$ cat src/rtl/core/mtcp_pkg.sv
// Package for the MIDI track chunk parser: parse phase type, result kinds,
// status byte codes and the chunk tag lookup.
// No dependencies.
package mtcp_pkg;

    typedef enum logic [3:0] {
        PH_TAG      = 4'd0,
        PH_LEN      = 4'd1,
        PH_DELTA    = 4'd2,
        PH_STATUS   = 4'd3,
        PH_DATA1    = 4'd4,
        PH_DATA2    = 4'd5,
        PH_METATYPE = 4'd6,
        PH_SKIPLEN  = 4'd7,
        PH_SKIP     = 4'd8,
        PH_HALT     = 4'd9
    } phase_t;

    typedef logic [1:0] kind_t;

    localparam kind_t KIND_EVENT     = 2'd0;
    localparam kind_t KIND_CHUNK_END = 2'd1;
    localparam kind_t KIND_BAD_TAG   = 2'd2;
    localparam kind_t KIND_NO_STATUS = 2'd3;

    localparam logic [7:0] STATUS_META     = 8'hFF;
    localparam logic [7:0] STATUS_SYSEX    = 8'hF0;
    localparam logic [7:0] STATUS_SYSEX_CT = 8'hF7;
    localparam logic [7:0] STATUS_SYSTEM   = 8'hF0;

    localparam logic [3:0] CMD_PROGRAM  = 4'hC;
    localparam logic [3:0] CMD_PRESSURE = 4'hD;

    localparam logic [15:0] TRACK_MAX = 16'hFFFF;

    // Expected byte of the "MTrk" chunk tag at a given position.
    function automatic logic [7:0] tag_byte(input logic [1:0] idx);
        logic [7:0] val;
        unique case (idx)
            2'd0: val = 8'h4D;
            2'd1: val = 8'h54;
            2'd2: val = 8'h72;
            2'd3: val = 8'h6B;
            default: val = 8'h00;
        endcase
        return val;
    endfunction

    // Commands C and D carry a single data byte.
    function automatic logic one_data_byte(input logic [7:0] status);
        return (status[7:4] == CMD_PROGRAM) || (status[7:4] == CMD_PRESSURE);
    endfunction

endpackage

$ cat src/rtl/core/midi_track_chunk_parser_unit.sv
// Top level of the MIDI track chunk parser: byte-wide input channel,
// one registered result channel carrying events, chunk ends and error results.
// Depends on mtcp_pkg.
//
// The whole parse step is a single register stage; a result appears in the cycle
// after the byte is taken. Throughput: one byte per cycle unless m_ready stalls.
// Reset (aresetn low, synchronous): the parser waits for a chunk tag, track count
// is zero and the result register is empty.
module midi_track_chunk_parser_unit (
    input  logic        aclk,
    input  logic        aresetn,
    input  logic        s_valid,
    output logic        s_ready,
    input  logic [7:0]  s_data_byte,
    output logic        m_valid,
    input  logic        m_ready,
    output logic [1:0]  m_kind,
    output logic [27:0] m_delta_ticks,
    output logic [3:0]  m_command,
    output logic [3:0]  m_channel,
    output logic [7:0]  m_first_data,
    output logic [7:0]  m_second_data,
    output logic [15:0] m_track_index,
    output logic        m_end_of_chunk
);

    // Parser state. Each accepted byte advances it by exactly one step.
    mtcp_pkg::phase_t phase_reg, phase_next;
    logic [1:0]  hdr_cnt_reg, hdr_cnt_next;
    logic [31:0] chunk_len_reg, chunk_len_next;
    logic [31:0] consumed_reg, consumed_next;
    logic [27:0] delta_reg, delta_next;
    logic [7:0]  rs_reg, rs_next;
    logic        rs_valid_reg, rs_valid_next;
    logic [27:0] skip_reg, skip_next;
    logic [7:0]  held_reg, held_next;
    logic [15:0] track_reg, track_next;

    // Result held for the output side. The input side may load a new result
    // in the same cycle that the old one is taken, so bytes flow every cycle.
    logic        m_valid_reg;
    logic [1:0]  kind_reg;
    logic [27:0] delta_out_reg;
    logic [3:0]  command_reg;
    logic [3:0]  channel_reg;
    logic [7:0]  first_reg;
    logic [7:0]  second_reg;
    logic [15:0] track_out_reg;
    logic        eoc_reg;

    // Result produced by the current byte, if any.
    logic        res_valid;
    logic [1:0]  res_kind;
    logic [27:0] res_delta;
    logic [3:0]  res_command;
    logic [3:0]  res_channel;
    logic [7:0]  res_first;
    logic [7:0]  res_second;
    logic        res_eoc;

    logic        accept;
    logic        event_done;
    logic [31:0] len_shift;
    logic [27:0] skip_shift;
    logic [27:0] skip_dec;
    logic [7:0]  b;

    assign s_ready = !m_valid_reg || m_ready;
    assign accept  = s_valid && s_ready;
    assign b       = s_data_byte;

    assign len_shift  = {chunk_len_reg[23:0], b};
    assign skip_shift = {skip_reg[20:0], b[6:0]};
    assign skip_dec   = (skip_reg != 28'd0) ? skip_reg - 28'd1 : skip_reg;

    // One parse step. Phases TAG and LEN read the chunk header, HALT idles after a
    // bad tag; the rest decode the body and count bytes against the chunk length.
    always_comb begin
        phase_next     = phase_reg;
        hdr_cnt_next   = hdr_cnt_reg;
        chunk_len_next = chunk_len_reg;
        consumed_next  = consumed_reg;
        delta_next     = delta_reg;
        rs_next        = rs_reg;
        rs_valid_next  = rs_valid_reg;
        skip_next      = skip_reg;
        held_next      = held_reg;
        track_next     = track_reg;

        res_valid   = 1'b0;
        res_kind    = mtcp_pkg::KIND_EVENT;
        res_delta   = '0;
        res_command = '0;
        res_channel = '0;
        res_first   = '0;
        res_second  = '0;
        res_eoc     = 1'b0;
        event_done  = 1'b0;

        unique case (phase_reg)
            mtcp_pkg::PH_TAG: begin
                if (b != mtcp_pkg::tag_byte(hdr_cnt_reg)) begin
                    // A bad tag locks the parser up until reset.
                    res_valid  = 1'b1;
                    res_kind   = mtcp_pkg::KIND_BAD_TAG;
                    res_first  = b;
                    phase_next = mtcp_pkg::PH_HALT;
                end else if (hdr_cnt_reg == 2'd3) begin
                    hdr_cnt_next   = 2'd0;
                    chunk_len_next = '0;
                    phase_next     = mtcp_pkg::PH_LEN;
                end else begin
                    hdr_cnt_next = hdr_cnt_reg + 2'd1;
                end
            end
            mtcp_pkg::PH_LEN: begin
                chunk_len_next = len_shift;
                if (hdr_cnt_reg == 2'd3) begin
                    hdr_cnt_next  = 2'd0;
                    consumed_next = '0;
                    delta_next    = '0;
                    rs_next       = '0;
                    rs_valid_next = 1'b0;
                    skip_next     = '0;
                    held_next     = '0;
                    phase_next    = mtcp_pkg::PH_DELTA;
                    if (len_shift == 32'd0) begin
                        // An empty chunk ends right at its last length byte.
                        res_valid  = 1'b1;
                        res_kind   = mtcp_pkg::KIND_CHUNK_END;
                        res_eoc    = 1'b1;
                        if (track_reg != mtcp_pkg::TRACK_MAX) begin
                            track_next = track_reg + 16'd1;
                        end
                        phase_next = mtcp_pkg::PH_TAG;
                    end
                end else begin
                    hdr_cnt_next = hdr_cnt_reg + 2'd1;
                end
            end
            mtcp_pkg::PH_HALT: begin
                phase_next = mtcp_pkg::PH_HALT;
            end
            mtcp_pkg::PH_DELTA,
            mtcp_pkg::PH_STATUS,
            mtcp_pkg::PH_DATA1,
            mtcp_pkg::PH_DATA2,
            mtcp_pkg::PH_METATYPE,
            mtcp_pkg::PH_SKIPLEN,
            mtcp_pkg::PH_SKIP: begin
                consumed_next = consumed_reg + 32'd1;

                unique case (phase_reg)
                    mtcp_pkg::PH_DELTA: begin
                        delta_next = {delta_reg[20:0], b[6:0]};
                        if (!b[7]) begin
                            phase_next = mtcp_pkg::PH_STATUS;
                        end
                    end
                    mtcp_pkg::PH_STATUS: begin
                        if (!b[7]) begin
                            // Data byte: reuse the running status if there is one.
                            if (!rs_valid_reg) begin
                                res_valid  = 1'b1;
                                res_kind   = mtcp_pkg::KIND_NO_STATUS;
                                res_delta  = delta_reg;
                                res_first  = b;
                                event_done = 1'b1;
                            end else if (mtcp_pkg::one_data_byte(rs_reg)) begin
                                res_valid   = 1'b1;
                                res_delta   = delta_reg;
                                res_command = rs_reg[7:4];
                                res_channel = rs_reg[3:0];
                                res_first   = b;
                                event_done  = 1'b1;
                            end else begin
                                held_next  = b;
                                phase_next = mtcp_pkg::PH_DATA2;
                            end
                        end else if (b == mtcp_pkg::STATUS_META) begin
                            phase_next = mtcp_pkg::PH_METATYPE;
                        end else if (b == mtcp_pkg::STATUS_SYSEX ||
                                     b == mtcp_pkg::STATUS_SYSEX_CT) begin
                            skip_next  = '0;
                            phase_next = mtcp_pkg::PH_SKIPLEN;
                        end else begin
                            // Channel statuses set running status; other
                            // system statuses decode once and cancel it.
                            rs_next       = b;
                            rs_valid_next = (b < mtcp_pkg::STATUS_SYSTEM);
                            phase_next    = mtcp_pkg::PH_DATA1;
                        end
                    end
                    mtcp_pkg::PH_DATA1: begin
                        if (mtcp_pkg::one_data_byte(rs_reg)) begin
                            res_valid   = 1'b1;
                            res_delta   = delta_reg;
                            res_command = rs_reg[7:4];
                            res_channel = rs_reg[3:0];
                            res_first   = b;
                            event_done  = 1'b1;
                        end else begin
                            held_next  = b;
                            phase_next = mtcp_pkg::PH_DATA2;
                        end
                    end
                    mtcp_pkg::PH_DATA2: begin
                        res_valid   = 1'b1;
                        res_delta   = delta_reg;
                        res_command = rs_reg[7:4];
                        res_channel = rs_reg[3:0];
                        res_first   = held_reg;
                        res_second  = b;
                        event_done  = 1'b1;
                    end
                    mtcp_pkg::PH_METATYPE: begin
                        skip_next  = '0;
                        phase_next = mtcp_pkg::PH_SKIPLEN;
                    end
                    mtcp_pkg::PH_SKIPLEN: begin
                        skip_next = skip_shift;
                        if (!b[7]) begin
                            if (skip_shift == 28'd0) begin
                                event_done = 1'b1;
                            end else begin
                                phase_next = mtcp_pkg::PH_SKIP;
                            end
                        end
                    end
                    default: begin
                        // Skipping the body of a meta or sysex event.
                        skip_next = skip_dec;
                        if (skip_dec == 28'd0) begin
                            event_done = 1'b1;
                        end
                    end
                endcase

                if (event_done) begin
                    delta_next = '0;
                    phase_next = mtcp_pkg::PH_DELTA;
                end

                // Chunk length used up: close the chunk, dropping any
                // partial event, and flag the result of this byte.
                if (consumed_next >= chunk_len_reg) begin
                    if (!res_valid) begin
                        res_kind = mtcp_pkg::KIND_CHUNK_END;
                    end
                    res_valid = 1'b1;
                    res_eoc   = 1'b1;
                    if (track_reg != mtcp_pkg::TRACK_MAX) begin
                        track_next = track_reg + 16'd1;
                    end
                    hdr_cnt_next = 2'd0;
                    phase_next   = mtcp_pkg::PH_TAG;
                end
            end
            default: begin
                phase_next = mtcp_pkg::PH_HALT;
            end
        endcase
    end

    // Parser state registers.
    always_ff @(posedge aclk) begin
        if (!aresetn) begin
            phase_reg     <= mtcp_pkg::PH_TAG;
            hdr_cnt_reg   <= '0;
            chunk_len_reg <= '0;
            consumed_reg  <= '0;
            delta_reg     <= '0;
            rs_reg        <= '0;
            rs_valid_reg  <= 1'b0;
            skip_reg      <= '0;
            held_reg      <= '0;
            track_reg     <= '0;
        end else if (accept) begin
            phase_reg     <= phase_next;
            hdr_cnt_reg   <= hdr_cnt_next;
            chunk_len_reg <= chunk_len_next;
            consumed_reg  <= consumed_next;
            delta_reg     <= delta_next;
            rs_reg        <= rs_next;
            rs_valid_reg  <= rs_valid_next;
            skip_reg      <= skip_next;
            held_reg      <= held_next;
            track_reg     <= track_next;
        end
    end

    // Result register valid flag.
    always_ff @(posedge aclk) begin
        if (!aresetn) begin
            m_valid_reg <= 1'b0;
        end else if (s_ready) begin
            m_valid_reg <= accept && res_valid;
        end
    end

    // Result payload; the track index is taken before this byte's update.
    always_ff @(posedge aclk) begin
        if (accept && res_valid) begin
            kind_reg      <= res_kind;
            delta_out_reg <= res_delta;
            command_reg   <= res_command;
            channel_reg   <= res_channel;
            first_reg     <= res_first;
            second_reg    <= res_second;
            track_out_reg <= track_reg;
            eoc_reg       <= res_eoc;
        end
    end

    assign m_valid        = m_valid_reg;
    assign m_kind         = kind_reg;
    assign m_delta_ticks  = delta_out_reg;
    assign m_command      = command_reg;
    assign m_channel      = channel_reg;
    assign m_first_data   = first_reg;
    assign m_second_data  = second_reg;
    assign m_track_index  = track_out_reg;
    assign m_end_of_chunk = eoc_reg;

endmodule
$ cat config.mk
export PLATFORM = sky130hd
export DESIGN_NAME = midi_track_chunk_parser_unit
export DESIGN_NICKNAME = d
export VERILOG_FILES = /design/src/rtl/core/mtcp_pkg.sv /design/src/rtl/core/midi_track_chunk_parser_unit.sv
export SDC_FILE = /design/constraint.sdc
export NUM_CORES = 1
export LEC_CHECK = 0
export BUFFER_PORTS_ARGS = -buffer_cell sky130_fd_sc_hd__buf_4
export CORE_ASPECT_RATIO = 0.6
export CORE_UTILIZATION = 65
export DETAILED_ROUTE_END_ITERATION = 6
export PLACE_DENSITY = 0.91
export RECOVER_POWER = 25
export SETUP_SLACK_MARGIN = 0.15
export SLEW_MARGIN = 20
export SYNTH_ARGS = -nofsm -noshare
export SYNTH_HDL_FRONTEND = slang
export SYNTH_SLANG_ARGS = --single-unit
$ cat constraint.sdc
create_clock -name aclk -period 17.4 [get_ports aclk]
set_input_delay 3.48 -clock aclk [delete_from_list [all_inputs] [get_ports aclk]]
set_output_delay 3.48 -clock aclk [all_outputs]
set_load 0.05 [all_outputs]
==> reports/qor.yml <==
ir_worst_vdd_uv: 72.9
hold_class: "flip-flop to flip-flop"
drc: 0
crit_top_cell: "buf_4"
slowest_stage: "buf_4"
ys_seq_area_frac: 0.459
hpwl_um: 20900
critPathTopFamily: "buffers and inverters"
yosysWarnings: 0
grtUsageTotal: 0.336
vias: 10496
finalSetupTns_ns: 0
die_height_um: 106
critPathMaxFanout: 5
reg2reg_setup_slack_ns: 11.34
holdBufCountCts: 0
drt-total-wl_um: 31700
min_period_over_period: 0.437
grt_pass1_wl_um: 49600
cts_num_sinks: 231
drtAntennaViolNets: 0
post_cts.repair.setup_buffers: 0
p_sw_frac: 0.387
synthFlopType: "dfxtp_1"
nFillCells: 1260
multi_input_area_um2: 5780
critPathKind: "input pin to primary output"
grt_max_degree: 113
worstPathCellList: "buf_4 > nand2b_1 > buf_4"
switchingPower_mw: 0.648
syn_nets: 1339
worst_pin_slew_ns: 1.14
synth-seq-cells: 231
cp.buffers_inverters: 2
dieArea_um2: 18400
antenna_found_initial: 0
leakage_nw: 4.64
comb_power_share: 0.337
fin_cells: 1567
drv_cap: 0
clkLatencyLatePin_ns: 0.51
skew_ns: 0.0142
first_iter_violations: 1595
clockRootBuffer: "clkbuf_16"
fmaxAchievable_mhz: 132
syn_to_final_growth_pct: 9.41
rsz0062_at_grt: "no"
portBuffers: 84
critPathLaunchType: "input pin"
detail_route.wl_per_cell_um: 20.3
crit_required_ns: 13.92
clkTransAtPathRegs_ns: 0.06
die_w_um: 175
pwr-share-clk: 0.277
via_per_inst: 6.70
outcome: "complete, no violations"
power_density_nw_per_um2: 132
netlist_instances: 1288
ff_latch_area_um2: 5340
cts-resized-gates: 0
drive_above_1_share: 0.0675
netlist_top_cells_area: "dfxtp_1, edfxtp_1, nor2_1"
core_area_um2: 17300
place_congestion: 0.968
grt_overflow: 0
layout_min_cycle_time_ns: 7.60
finalHoldViolations: 0
final_nets: 1369
cp_slowest_stage_delay_ns: 0.27
diodes: 0
synth_top_cell_area_share: 0.276
cts_tree: "done"
p_total_mw: 1.67
drt_pass1_iterations: 6
drv_slew: 0
syn_avg_cell_area_um2: 9.03
std_cell_rows: 37
async_reset_ff_frac: 0
synth_area_um2: 11600
cts.path.max_buffers: 3
pin_count: 85
critPathCaptureType: "primary output"
synth_edf_count: 71
start_util: 0.671
h-tree-depth: 1
yosysTopAreaCell: "dfxtp_1"
ys_types: 78
grt_pass1_vias: 9408
p_seq_frac: 0.386
dp.cells: 1529
slew-limit-headroom: 0.240
worstPathArrival_ns: 4.12
cts_buffers: 21
finalSetupViolCount: 0
intPower_mw: 1.03
[cells in the final DEF, fill, tap and decap left out, types with 4 or more instances in the layout]
master / instances
a221oi_1: 11
o21bai_1: 4
inv_1: 48
clkbuf_1: 80
nor4_1: 25
xnor2_1: 35
o21a_1: 6
clkinv_2: 4
a22o_1: 37
o21ai_0: 41
a31oi_1: 12
or3b_2: 8
or4_1: 7
a21o_1: 13
and2_1: 50
dfxtp_1: 160
nor2_1: 163
o31ai_1: 4
or3_1: 19
ha_1: 39
a21oi_1: 78
and3_1: 15
nand2_1: 85
and4_1: 8
nand3_1: 33
or2_2: 6
nand4_1: 10
a211oi_1: 8
buf_4: 21
edfxtp_1: 71
a22oi_1: 59
a2111oi_0: 6
xor2_1: 19
clkbuf_8: 5
nor3_1: 48
clkbuf_16: 21
nand2b_1: 8
[worst min-delay path, stage by stage, from the launching register on]
cell and delay, ns:
dfxtp_1 0.31, nand2_1 0.05, a21oi_1 0.05
[final timing paths]
| kind | startpoint | end | cells past startpoint |
|---|---|---|---|
| max | m_ready | s_ready | 3 |
| min | held_reg[3] | held_reg[3] | 2 |
| max reg2reg | consumed_reg[2] | m_delta_ticks[27] | 15 |
| min reg2reg | held_reg[3] | held_reg[3] | 2 |
[synth_stat cells, types with 3 or more instances]
library cell and number:
a2111oi_0 6, a211oi_1 8, a21o_1 13, a21oi_1 80, a221oi_1 11, a22o_1 37, a22oi_1 59, a31oi_1 12
and2_1 50, and3_1 15, and4_1 8, buf_1 4, buf_2 8, buf_6 4, clkbuf_1 74, dfxtp_1 160
edfxtp_1 71, ha_1 39, inv_1 48, nand2_1 85, nand2b_1 8, nand3_1 33, nand4_1 10, nor2_1 164
nor2b_1 3, nor3_1 49, nor4_1 25, o211ai_1 3, o21a_1 6, o21ai_0 41, o21bai_1 5, o221a_2 3
o31ai_1 4, or2_2 6, or3_1 19, or3b_2 8, or4_1 7, xnor2_1 35, xor2_1 19
[kinds of logic after synthesis]
logic type	synth area share
fa+ha+maj	0.0420
buf+inv	0.0483
compound gates	0.185
flops	0.459
simple gates	0.222
mux	0.00269
xor+xnor	0.0407
[stage by stage]
step | utilization | area (um^2) | worst slack, ns | hold WS (ns)
after floorplan | - | 11600 | 8.49 | 0.432
after global placement | 0.710 | 12300 | 9.83 | 0.441
after detailed placement | 0.711 | 12300 | 9.83 | 0.452
after CTS | 0.750 | 13000 | 9.83 | 0.461
after global routing | 0.735 | 12700 | 9.82 | 0.495
final | 0.735 | 12700 | 9.80 | 0.463
[layer usage]
metal | track usage | vias to the layer above | part of all wire | routed length, um
met2 | 0.481 | 741 | 0.41 | 13100
met1 | 0.493 | 4917 | 0.43 | 13500
met5 | 0.0250 | - | 0.0018 | 58
met4 | 0.0969 | 2 | 0.027 | 867
li1 | - | 4736 | - | -
met3 | 0.0866 | 100 | 0.13 | 4170
[power by group through the flow]
stage          Clock, mW  Combinational, mW  Sequential [mW]
3_3_place_gp           0              0.560            0.655
3_5_place_dp           0              0.569            0.657
4_1_cts            0.462              0.573            0.646
6_report           0.463              0.564            0.646
5_1_grt            0.481              0.599            0.650
2_1_floorplan          0              0.311            0.765
[area by class of cell]
cell class	count	share of cell area
Tap cell	234	0.0230
Multi-Input combinational cell	918	0.454
Sequential cell	231	0.419
Clock buffer	31	0.0482
Clock inverter	7	0.00512
Timing Repair Buffer	97	0.0354
Inverter	49	0.0146
Power figures use the tool's default switching activity.
